### src/design/blm_pkg.sv
// ----------------------------------------------------------------------------
// Battery level monitor package
// Shared types, constants and arithmetic helpers.
// ----------------------------------------------------------------------------
`timescale 1ns / 1ps

package blm_pkg;

    localparam int unsigned SAMPLE_W = 8;
    localparam int unsigned CV_W     = 10;
    localparam int unsigned LIMIT_W  = 10;
    localparam int unsigned ZLIM_W   = 8;
    localparam int unsigned RUN_W    = 8;

    // Consecutive qualifying readings needed to settle a status
    localparam int unsigned CONFIRM_COUNT = 3;

    // Full scale: 255 counts map to 660 cV; ratio reduces to 44/17
    localparam int unsigned CV_FULL_SCALE  = 660;
    localparam int unsigned ADC_FULL_SCALE = 255;
    localparam int unsigned SCALE_GCD      = 15;
    localparam int unsigned SCALE_MUL      = CV_FULL_SCALE / SCALE_GCD;
    localparam int unsigned SCALE_DIV      = ADC_FULL_SCALE / SCALE_GCD;
    localparam int unsigned RECIP_SHIFT    = 18;
    localparam int unsigned RECIP_DIV      = ((2 ** RECIP_SHIFT) + SCALE_DIV - 1) / SCALE_DIV;
    localparam int unsigned SCALE_COMBINED = SCALE_MUL * RECIP_DIV;
    localparam int unsigned PROD_W         = 28;

    localparam logic [LIMIT_W-1:0] HIGH_LIMIT_RST = 10'd660;
    localparam logic [LIMIT_W-1:0] LOW_LIMIT_RST  = 10'd360;
    localparam logic [LIMIT_W-1:0] OFF_LIMIT_RST  = 10'd330;
    localparam logic [ZLIM_W-1:0]  ZERO_LIMIT_RST = 8'd3;

    typedef enum logic [1:0] {
        ST_UNDECIDED = 2'd0,
        ST_NORMAL    = 2'd1,
        ST_LOW       = 2'd2
    } t_power_status;

    typedef enum logic [1:0] {
        CFG_HIGH_LIMIT = 2'd0,
        CFG_LOW_LIMIT  = 2'd1,
        CFG_OFF_LIMIT  = 2'd2,
        CFG_ZERO_LIMIT = 2'd3
    } t_cfg_index;

    typedef struct packed {
        logic [LIMIT_W-1:0] high_limit;
        logic [LIMIT_W-1:0] low_limit;
        logic [LIMIT_W-1:0] off_limit;
        logic [ZLIM_W-1:0]  zero_limit;
    } t_limits;

    typedef struct packed {
        logic [CV_W-1:0] battery_centivolts;
        t_power_status   power_status;
        logic            zero_held;
    } t_result;

    // floor(sample * 44 / 17) by reciprocal multiply; exact for all 8-bit inputs
    function automatic logic [CV_W-1:0] adc_to_cv(input logic [SAMPLE_W-1:0] sample);
        logic [PROD_W-1:0] prod;
        prod = PROD_W'(sample) * PROD_W'(SCALE_COMBINED);
        return prod[RECIP_SHIFT +: CV_W];
    endfunction

    function automatic logic [RUN_W-1:0] sat_inc(input logic [RUN_W-1:0] v);
        return (v == {RUN_W{1'b1}}) ? v : v + RUN_W'(1);
    endfunction

endpackage

### src/design/blm_core.sv
// ----------------------------------------------------------------------------
// Battery level monitor core
// Converts one sample, applies zero hold and updates the status run counters.
// ----------------------------------------------------------------------------
`timescale 1ns / 1ps

module blm_core #(
    parameter int unsigned CONFIRM_COUNT = blm_pkg::CONFIRM_COUNT
) (
    input  logic                           i_clk,
    input  logic                           i_rst_n,
    input  logic                           i_advance,
    input  logic [blm_pkg::SAMPLE_W-1:0]   i_sample,
    input  blm_pkg::t_limits               i_limits,
    output blm_pkg::t_result               o_result
);

    logic [blm_pkg::RUN_W-1:0]  r_zero_run, n_zero_run;
    logic [blm_pkg::CV_W-1:0]   r_held, n_held;
    logic [blm_pkg::RUN_W-1:0]  r_low_run, n_low_run;
    logic [blm_pkg::RUN_W-1:0]  r_normal_run, n_normal_run;
    blm_pkg::t_power_status     r_status, n_status;

    logic [blm_pkg::CV_W-1:0]   w_cv;
    logic [blm_pkg::CV_W-1:0]   w_volts;
    logic [blm_pkg::RUN_W-1:0]  w_zero_inc;
    logic [blm_pkg::RUN_W-1:0]  w_low_inc;
    logic [blm_pkg::RUN_W-1:0]  w_normal_inc;
    logic                       w_held_flag;

    assign w_cv         = blm_pkg::adc_to_cv(i_sample);
    assign w_zero_inc   = blm_pkg::sat_inc(r_zero_run);
    assign w_low_inc    = blm_pkg::sat_inc(r_low_run);
    assign w_normal_inc = blm_pkg::sat_inc(r_normal_run);

    always_comb begin
        n_zero_run   = r_zero_run;
        n_held       = r_held;
        n_low_run    = r_low_run;
        n_normal_run = r_normal_run;
        n_status     = r_status;
        w_volts      = w_cv;
        w_held_flag  = 1'b0;

        // Zero hold: replace a zero reading by the last value until the run is long enough
        if (w_cv == '0) begin
            n_zero_run = w_zero_inc;
            if (w_zero_inc >= i_limits.zero_limit) begin
                n_held = '0;
            end else begin
                w_volts     = r_held;
                w_held_flag = 1'b1;
            end
        end else begin
            n_zero_run = '0;
            n_held     = w_cv;
        end

        // Judge against the limits in fixed order, whatever their relation
        if (w_volts <= i_limits.high_limit) begin
            if (w_volts <= i_limits.low_limit) begin
                n_normal_run = '0;
                if (w_volts > i_limits.off_limit) begin
                    n_low_run = w_low_inc;
                    if (w_low_inc >= blm_pkg::RUN_W'(CONFIRM_COUNT)) begin
                        n_status = blm_pkg::ST_LOW;
                    end
                end
            end else begin
                n_low_run    = '0;
                n_normal_run = w_normal_inc;
                if (w_normal_inc >= blm_pkg::RUN_W'(CONFIRM_COUNT)) begin
                    n_status = blm_pkg::ST_NORMAL;
                end
            end
        end
    end

    always_ff @(posedge i_clk) begin
        if (!i_rst_n) begin
            r_zero_run   <= '0;
            r_held       <= '0;
            r_low_run    <= '0;
            r_normal_run <= '0;
            r_status     <= blm_pkg::ST_UNDECIDED;
        end else if (i_advance) begin
            r_zero_run   <= n_zero_run;
            r_held       <= n_held;
            r_low_run    <= n_low_run;
            r_normal_run <= n_normal_run;
            r_status     <= n_status;
        end
    end

    assign o_result.battery_centivolts = w_volts;
    assign o_result.power_status       = n_status;
    assign o_result.zero_held          = w_held_flag;

endmodule

### src/design/battery_level_monitor_unit.sv
// Pipeline: an accepted sample is held in the input register, then loaded into the
// result register, which offers it on the master side. Throughput: one sample per
// cycle unless the master side stalls; the single-pass core between the input and
// result registers updates its state in the same cycle it produces a result.
// Reset: synchronous, active low; clears both stage valids, all run counters,
// the held voltage and status, and restores the limit registers to their defaults.
// ----------------------------------------------------------------------------
// Battery level monitor
// Converts battery ADC samples to centivolts and tracks low/normal power status.
// ----------------------------------------------------------------------------
`timescale 1ns / 1ps

module battery_level_monitor_unit #(
    parameter int unsigned CONFIRM_COUNT = blm_pkg::CONFIRM_COUNT
) (
    input  logic        i_clk,
    input  logic        i_rst_n,
    // configuration write port
    input  logic        i_cfg_we,
    input  logic [1:0]  i_cfg_addr,
    input  logic [9:0]  i_cfg_data,
    // sample stream
    input  logic        s_axis_tvalid,
    output logic        s_axis_tready,
    input  logic [7:0]  s_axis_tdata,   // [7:0] adc_sample
    // result stream
    output logic        m_axis_tvalid,
    input  logic        m_axis_tready,
    output logic [15:0] m_axis_tdata,   // [9:0] battery_centivolts, [11:10] power_status
    output logic [0:0]  m_axis_tuser    // [0] zero_held
);

    logic                               r_in_valid;
    logic [blm_pkg::SAMPLE_W-1:0]       r_sample;
    logic                               r_out_valid;
    blm_pkg::t_result                   r_out;
    blm_pkg::t_limits                   r_limits;

    blm_pkg::t_result                   w_result;
    logic                               w_move;

    // Advance the input stage whenever the result register is free or being emptied
    assign w_move        = r_in_valid && (!r_out_valid || m_axis_tready);
    assign s_axis_tready = !r_in_valid || w_move;

    always_ff @(posedge i_clk) begin
        if (!i_rst_n) begin
            r_limits.high_limit <= blm_pkg::HIGH_LIMIT_RST;
            r_limits.low_limit  <= blm_pkg::LOW_LIMIT_RST;
            r_limits.off_limit  <= blm_pkg::OFF_LIMIT_RST;
            r_limits.zero_limit <= blm_pkg::ZERO_LIMIT_RST;
        end else if (i_cfg_we) begin
            case (blm_pkg::t_cfg_index'(i_cfg_addr))
                blm_pkg::CFG_HIGH_LIMIT: r_limits.high_limit <= i_cfg_data;
                blm_pkg::CFG_LOW_LIMIT:  r_limits.low_limit  <= i_cfg_data;
                blm_pkg::CFG_OFF_LIMIT:  r_limits.off_limit  <= i_cfg_data;
                blm_pkg::CFG_ZERO_LIMIT: r_limits.zero_limit <= i_cfg_data[blm_pkg::ZLIM_W-1:0];
                default: ;
            endcase
        end
    end

    always_ff @(posedge i_clk) begin
        if (!i_rst_n) begin
            r_in_valid  <= 1'b0;
            r_out_valid <= 1'b0;
        end else begin
            if (s_axis_tready) begin
                r_in_valid <= s_axis_tvalid;
            end
            if (w_move) begin
                r_out_valid <= 1'b1;
            end else if (m_axis_tready) begin
                r_out_valid <= 1'b0;
            end
        end
    end

    always_ff @(posedge i_clk) begin
        if (s_axis_tready && s_axis_tvalid) begin
            r_sample <= s_axis_tdata;
        end
        if (w_move) begin
            r_out <= w_result;
        end
    end

    blm_core #(
        .CONFIRM_COUNT (CONFIRM_COUNT)
    ) u_core (
        .i_clk     (i_clk),
        .i_rst_n   (i_rst_n),
        .i_advance (w_move),
        .i_sample  (r_sample),
        .i_limits  (r_limits),
        .o_result  (w_result)
    );

    assign m_axis_tvalid = r_out_valid;
    assign m_axis_tdata  = {4'b0, r_out.power_status, r_out.battery_centivolts};
    assign m_axis_tuser  = r_out.zero_held;

endmodule

### config.mk
export PLATFORM = sky130hd
export DESIGN_NAME = battery_level_monitor_unit
export DESIGN_NICKNAME = d
export VERILOG_FILES = /design/src/design/blm_pkg.sv /design/src/design/blm_core.sv /design/src/design/battery_level_monitor_unit.sv
export SDC_FILE = /design/constraint.sdc
export NUM_CORES = 1
export LEC_CHECK = 0
export BUFFER_PORTS_ARGS = -buffer_cell sky130_fd_sc_hd__buf_2
export CAP_MARGIN = 10
export CELL_PAD_IN_SITES_DETAIL_PLACEMENT = 1
export CELL_PAD_IN_SITES_GLOBAL_PLACEMENT = 1
export CORE_ASPECT_RATIO = 1.5
export CORE_MARGIN = 5
export CORE_UTILIZATION = 30
export CTS_CLUSTER_DIAMETER = 120
export CTS_CLUSTER_SIZE = 28
export DETAILED_ROUTE_END_ITERATION = 10
export GPL_TIMING_DRIVEN = 0
export PLACE_DENSITY = 0.64
export SYNTH_ARGS = -nofsm -noshare
export SYNTH_HDL_FRONTEND = slang
export SYNTH_SLANG_ARGS = --single-unit
### constraint.sdc
create_clock -name i_clk -period 9.14 [get_ports i_clk]
set_input_delay 0.914 -clock i_clk [delete_from_list [all_inputs] [get_ports i_clk]]
set_output_delay 0.914 -clock i_clk [all_outputs]
set_load 0.01 [all_outputs]
[Yosys cells after proc, flatten, opt, wreduce, memory -nomap -nowiden]
Index checks and enable logic that the tools add are counted.
Word-level totals
  register bits after elaboration: 97
Cells by class
  add/sub/neg operators: 3
  multiply operators: 1
  $lt $le $gt $ge: 6
  equal/unequal tests: 8
  mux-type cells: 19
  reduce and logical (&&, ||, !) cells: 16
Operators with widths (number)
  8-bit two-way mux: 7
  10-bit two-way mux: 4
  8-bit by 18-bit multiplier with 26-bit output (second input constant): 1
  8-bit by 1-bit adder with 8-bit output (second input constant): 3
  8-bit equality test (second input constant): 3
  10-bit less-or-equal comparator: 2
  8-bit by 2-bit >= comparator with 1-bit output (second input constant): 2
  2-bit AND reduction: 6
  10-bit > comparator: 1
  10-bit logical NOT: 1
  2-bit two-way mux: 5
  8-bit >= comparator: 1
  2-bit equality test (second input constant): 2
  2-bit inequality test (second input constant): 2
  1-bit two-way mux: 3
  3-bit AND reduction: 1
  2-bit by 1-bit equality test with 1-bit output (second input constant): 1
  1-bit logical AND: 2
  1-bit logical NOT: 2
  2-bit logical NOT: 1
  1-bit logical OR: 2
  2-bit nonzero test: 1

[Longest topological paths before layout]
  word-level depth: 9
  mapped depth: 29
  gate-level depth less buffers: 26

[Modules after synthesis]
Synthesis repeated with hierarchy kept, for this count alone.
Second synthesis, totals
  cells, all modules: 891
  area total of the unflattened synthesis: 7956.4 um^2
Modules (own cells, without submodules)
  blm_core: instances 1, cells an instance 706, area each 5640.4 um^2, sequential area each 720.7 um^2
  battery_level_monitor_unit: instances 1, cells an instance 185, area each 2316.0 um^2, sequential area each 1431.4 um^2

[Worst setup path before layout]
Ideal clock, no wire load.
  kind: register to register
  start: register r_sample[6] (netlist bit)
  end: register u_core.r_low_run[2] (netlist bit)
  library setup time: 0.075 ns
  data arrival time: 7.371 ns
  slack: 1.694 ns
  cell stages (with the launch flop): 28
  buffers on the path: 2
  clock period less this slack: 7.446 ns
  path through: edfxtp_1 -> fa_1 -> xor2_1 -> ha_1 -> fa_1 -> inv_1 -> fa_1 -> inv_1 -> ha_1 -> a21o_1 -> a311o_1 -> a211o_1 -> or4_1 -> and3_4 -> nor4_4 -> and3_1 -> buf_6 -> buf_8 -> a21o_1 -> ha_1 -> nor2b_1 -> o21a_1 -> o21ai_0 -> or4b_1 -> a21oi_1 -> o21ai_0 -> or4_1 -> a31oi_1
RTL lines
  start: declaration: line battery_level_monitor_unit.sv:34  | logic [blm_pkg::SAMPLE_W-1:0] r_sample;
  start signal: assignment: line battery_level_monitor_unit.sv:81  | r_sample <= s_axis_tdata;
  end signal: assignment: line blm_core.sv:89  | r_low_run <= n_low_run;
  end: declaration: line blm_core.sv:20  | logic [blm_pkg::RUN_W-1:0] r_low_run, n_low_run;

==> metrics.md <==
| Metric | Value |
|---|---|
| Clock power frac | `between 10% and 20%` |
| CTS sink count | `97` |
| Final nets | `around 1,100` |
| Layout cells sized above 1 | `~7.5%` |
| Setup TNS Final | `0 ns` |
| Largest family of logic cells by synthesized area | `adder cells` |
| CTS buffer count | `9` |
| Arr. time, crit path | `between 8 and 9 ns` |
| TritonCTS clock tree | `done` |
| Num rows | `72` |
| Worst-path clk slew | `0.07 ns` |
| Post-route minimum period | `approximately 8.6 ns` |
| Final hold vios | `0` |
| Vias | `6,624` |
| CORE AREA | `25,600 um^2` |
| PwrDens | `250 nW/um^2` |
| Warnings, synthesis | `0` |
| Die width | `141 um` |
| Post-CTS setup buffers | `0` |
| Clock root buffer | `clkbuf_16` |
| WL final | `22,100 um` |
| Synth Area in Compound Gates | `18.5%` |
| DP Area | `between 8000 and 9000 um^2` |
| Worst hold path stage count | `2` |
| Initial drt markers | `200` |
| ANT cells | `0` |
| Critical path endpoint category | `register` |
| Simple-gate share of the synthesized area | `approximately 17%` |
| Gpl congestion | `0.806` |
| Peak VDD IR | `0.119 mV` |
| Adder-Cell Fraction of Synth Area | `26.1%` |
| Mapped Avg Cell Area | `8.51 um^2` |
| Net Sw Frac | `45.0%` |
| Post-route clock period utilization | `93.8%` |
| PortBufs | `39` |
| Syn-to-layout area delta | `12.1%` |
| Critical path type | `register to register` |
| Ys async rst share | `0%` |
| Max Fclk | `117 MHz` |
| Post-synthesis mux area share | `0.681%` |
| Congestion Overflow GR | `0` |
| Combinational power share | `58.6%` |
| Reg power frac | `23.4%` |
| Worst Tran Pin Value | `0.878 ns` |
| GRT Total Usage | `between 15 and 20%` |
| Critical R2R Launch | `r_sample[6]` |
| Starting Density | `between 30% and 40%` |
| Worst setup path start | `r_sample[6]` |
| Rel. slew slack | `41.5%` |
| Worst-skew pair later-pin latency | `roughly 0.35 ns` |
| Post-synthesis cell area | `7710 um^2` |
| Hold path startpoint | `r_limits[34]` |
| Status | `finished clean` |
| Die height | `206 um` |
| Clock Skew | `between 0.01 and 0.015 ns` |
| Die area | `between 20,000 and 30,000 um^2` |
| Crit path max-delay cell type | `fa_1` |
| Static leakage | `3.85 nW` |
| Post-synth top flop | `dfxtp_1` |
| Final setup viols | `0` |
| Most frequent cells in the layout | `131 x inv_1, 108 x ha_1, 98 x nand2_1` |
| Post-detail-place hpwl | `17,900 um` |
| Startpoint types | `register` |
| Biggest cell delay along the critical path | `0.68 ns` |
| Clock Path Buffers | `2` |
| RSZ-0062 raised after global routing | `no` |
| Initial antenna violation count | `0` |
| Post-synthesis cell count | `just over 900` |
| P_int | `1.19 mW` |
| EDFF count, synth | `21` |
| Fin util | `roughly a third` |
| H-tree depth | `3` |
| Cts hold-fix bufs | `0` |
| Req. time, crit path | `between 9 and 10 ns` |
| Maximum capacitance violations | `0` |
| Routed wire per std cell | `around 17 um` |
| Synthesized flop and latch total | `97` |
| Final number of max-transition violations | `0` |
| Largest net degree at the start of global routing | `15` |
| XOR/XNOR Fraction of Synth Area | `1.25%` |
| Post-synthesis sequential area ratio | `27.9%` |
| Worst hold-check path type | `register to register` |
| Vias in the first global route | `around 7,100` |
| Drt pass-1 iters | `5` |
| Netlist cell types | `69` |
| First-pass GRT wire length | `36,800 um` |
| Reg2reg path depth | `27` |
| Post-route ant nets | `0` |
| Switching Power | `971 uW` |
| Most common cell after layout, fill and taps aside | `inv_1` |
| CP max FO | `10` |
| DRC Markers | `0` |
| Finished Cell Area | `8640 um^2` |
| I/O pins | `44` |
| # fillers | `between 3,000 and 4,000` |
| Vias/cell | `5.10` |
## flip-flops by register name, summed over array words and instances, names as in the netlist
name                 cells
r_sample                 8
u_core.r_low_run         8
r_limits                38
m_axis_tdata            12
u_core.r_status          2
u_core.r_zero_run        8
m_axis_tuser             1
u_core.r_normal_run      8
m_axis_tvalid            1
u_core.r_held           10
r_in_valid               1
## worst max-delay path: cells and delay by family, from the launching register on
family | cells | cell delay [ns]
DFF | 1 | 0.60
xor gates and xnor gates | 1 | 0.22
adders and majority gates | 6 | 2.65
and+or+nand+nor | 7 | 2.32
AOI/OAI and AO/OA | 9 | 2.29
buffers and inverters | 4 | 0.40
## power groups by stage
stage | registers [mW] | clock network, mW | logic (mW)
4_1_cts | 0.505 | 0.400 | 1.29
2_1_floorplan | 0.516 | 0 | 0.888
3_5_place_dp | 0.514 | 0 | 1.28
6_report | 0.505 | 0.389 | 1.26
5_1_grt | 0.508 | 0.419 | 1.44
3_3_place_gp | 0.513 | 0 | 1.26
## layer usage
metal	up-vias	share of wire [%]	global-route usage (%)
li1	3279	-	-
met5	-	0	0
met3	27	1.4	1.53
met4	0	2.3	4.85
met2	51	57	32.6
met1	3267	39	16.5
## cell type report
type                            count  area (um^2)  area share, %
Multi-Input combinational cell    647         4920           56.9
Sequential cell                    97         2150           24.9
Inverter                          132          495           5.73
Tap cell                          333          417           4.82
Clock buffer                       14          254           2.94
Timing Repair Buffer               40          210           2.43
Buffer                             33          161           1.87
Clock inverter                      2         36.3          0.420
## cell usage after synthesis (3+ instances only)
master	instances	share of area, %
o211ai_1	16	1.6
dfxtp_1	76	20
fa_1	33	8.6
a41oi_1	3	0.34
a31oi_1	12	0.97
nor3b_1	3	0.29
edfxtp_1	21	8.2
o31a_1	4	0.45
nor2_1	42	2.0
clkbuf_1	25	1.2
and2_1	4	0.32
and3_1	18	1.5
or2_2	4	0.32
a2111oi_0	3	0.34
a21oi_1	85	5.5
a211oi_1	7	0.68
xnor2_1	10	1.1
o21a_1	9	0.88
nor3_1	15	0.97
a21o_1	21	2.0
buf_4	4	0.39
nand3_1	17	1.1
mux2i_1	3	0.39
ha_1	108	18
nand2_1	98	4.8
nor2b_1	4	0.32
nand4_1	26	2.1
o311a_1	5	0.65
and4_1	4	0.45
o21ai_1	3	0.19
nand3b_1	3	0.29
or4_1	5	0.49
o21ai_0	32	2.1
inv_1	131	6.4
nand2b_1	7	0.57
## stage by stage
step / instances / hold WS (ns) / power (mW) / worst slack, ns
floorplan: 909 / 0.436 / 1.40 / 1.69
global placement: 1281 / 0.443 / 1.77 / 0.506
detailed placement: 1282 / 0.447 / 1.79 / 0.517
CTS: 1298 / 0.457 / 2.19 / 0.489
global route: 1298 / 0.471 / 2.37 / 0.0325
finish: 1298 / 0.456 / 2.16 / 0.568
## kinds of logic (layout without fill, tap and decap cells)
family / count (synthesis) / after routing
AO/OA/AOI/OAI: 224 / 224
XOR/XNOR: 11 / 11
adder cells (fa/ha/maj): 141 / 141
buffers and inverters: 165 / 221
flip-flops: 97 / 97
multiplexers: 5 / 5
other: 1 / 4
AND/OR/NAND/NOR: 262 / 262
## worst paths after layout
check	endpoint	slack, ns
setup / recovery	u_core.r_low_run[2]	0.57
hold / removal	r_limits[34]	0.46
setup reg to reg	u_core.r_low_run[2]	0.57
hold reg to reg	r_limits[34]	0.46
## what timing repair did
item / in CTS / in global routing
endpoints found under the hold margin: 0 / 0
endpoints found under the setup margin: 0 / 1
gates resized for setup: 0 / 2
Power figures use the tool's default switching activity.
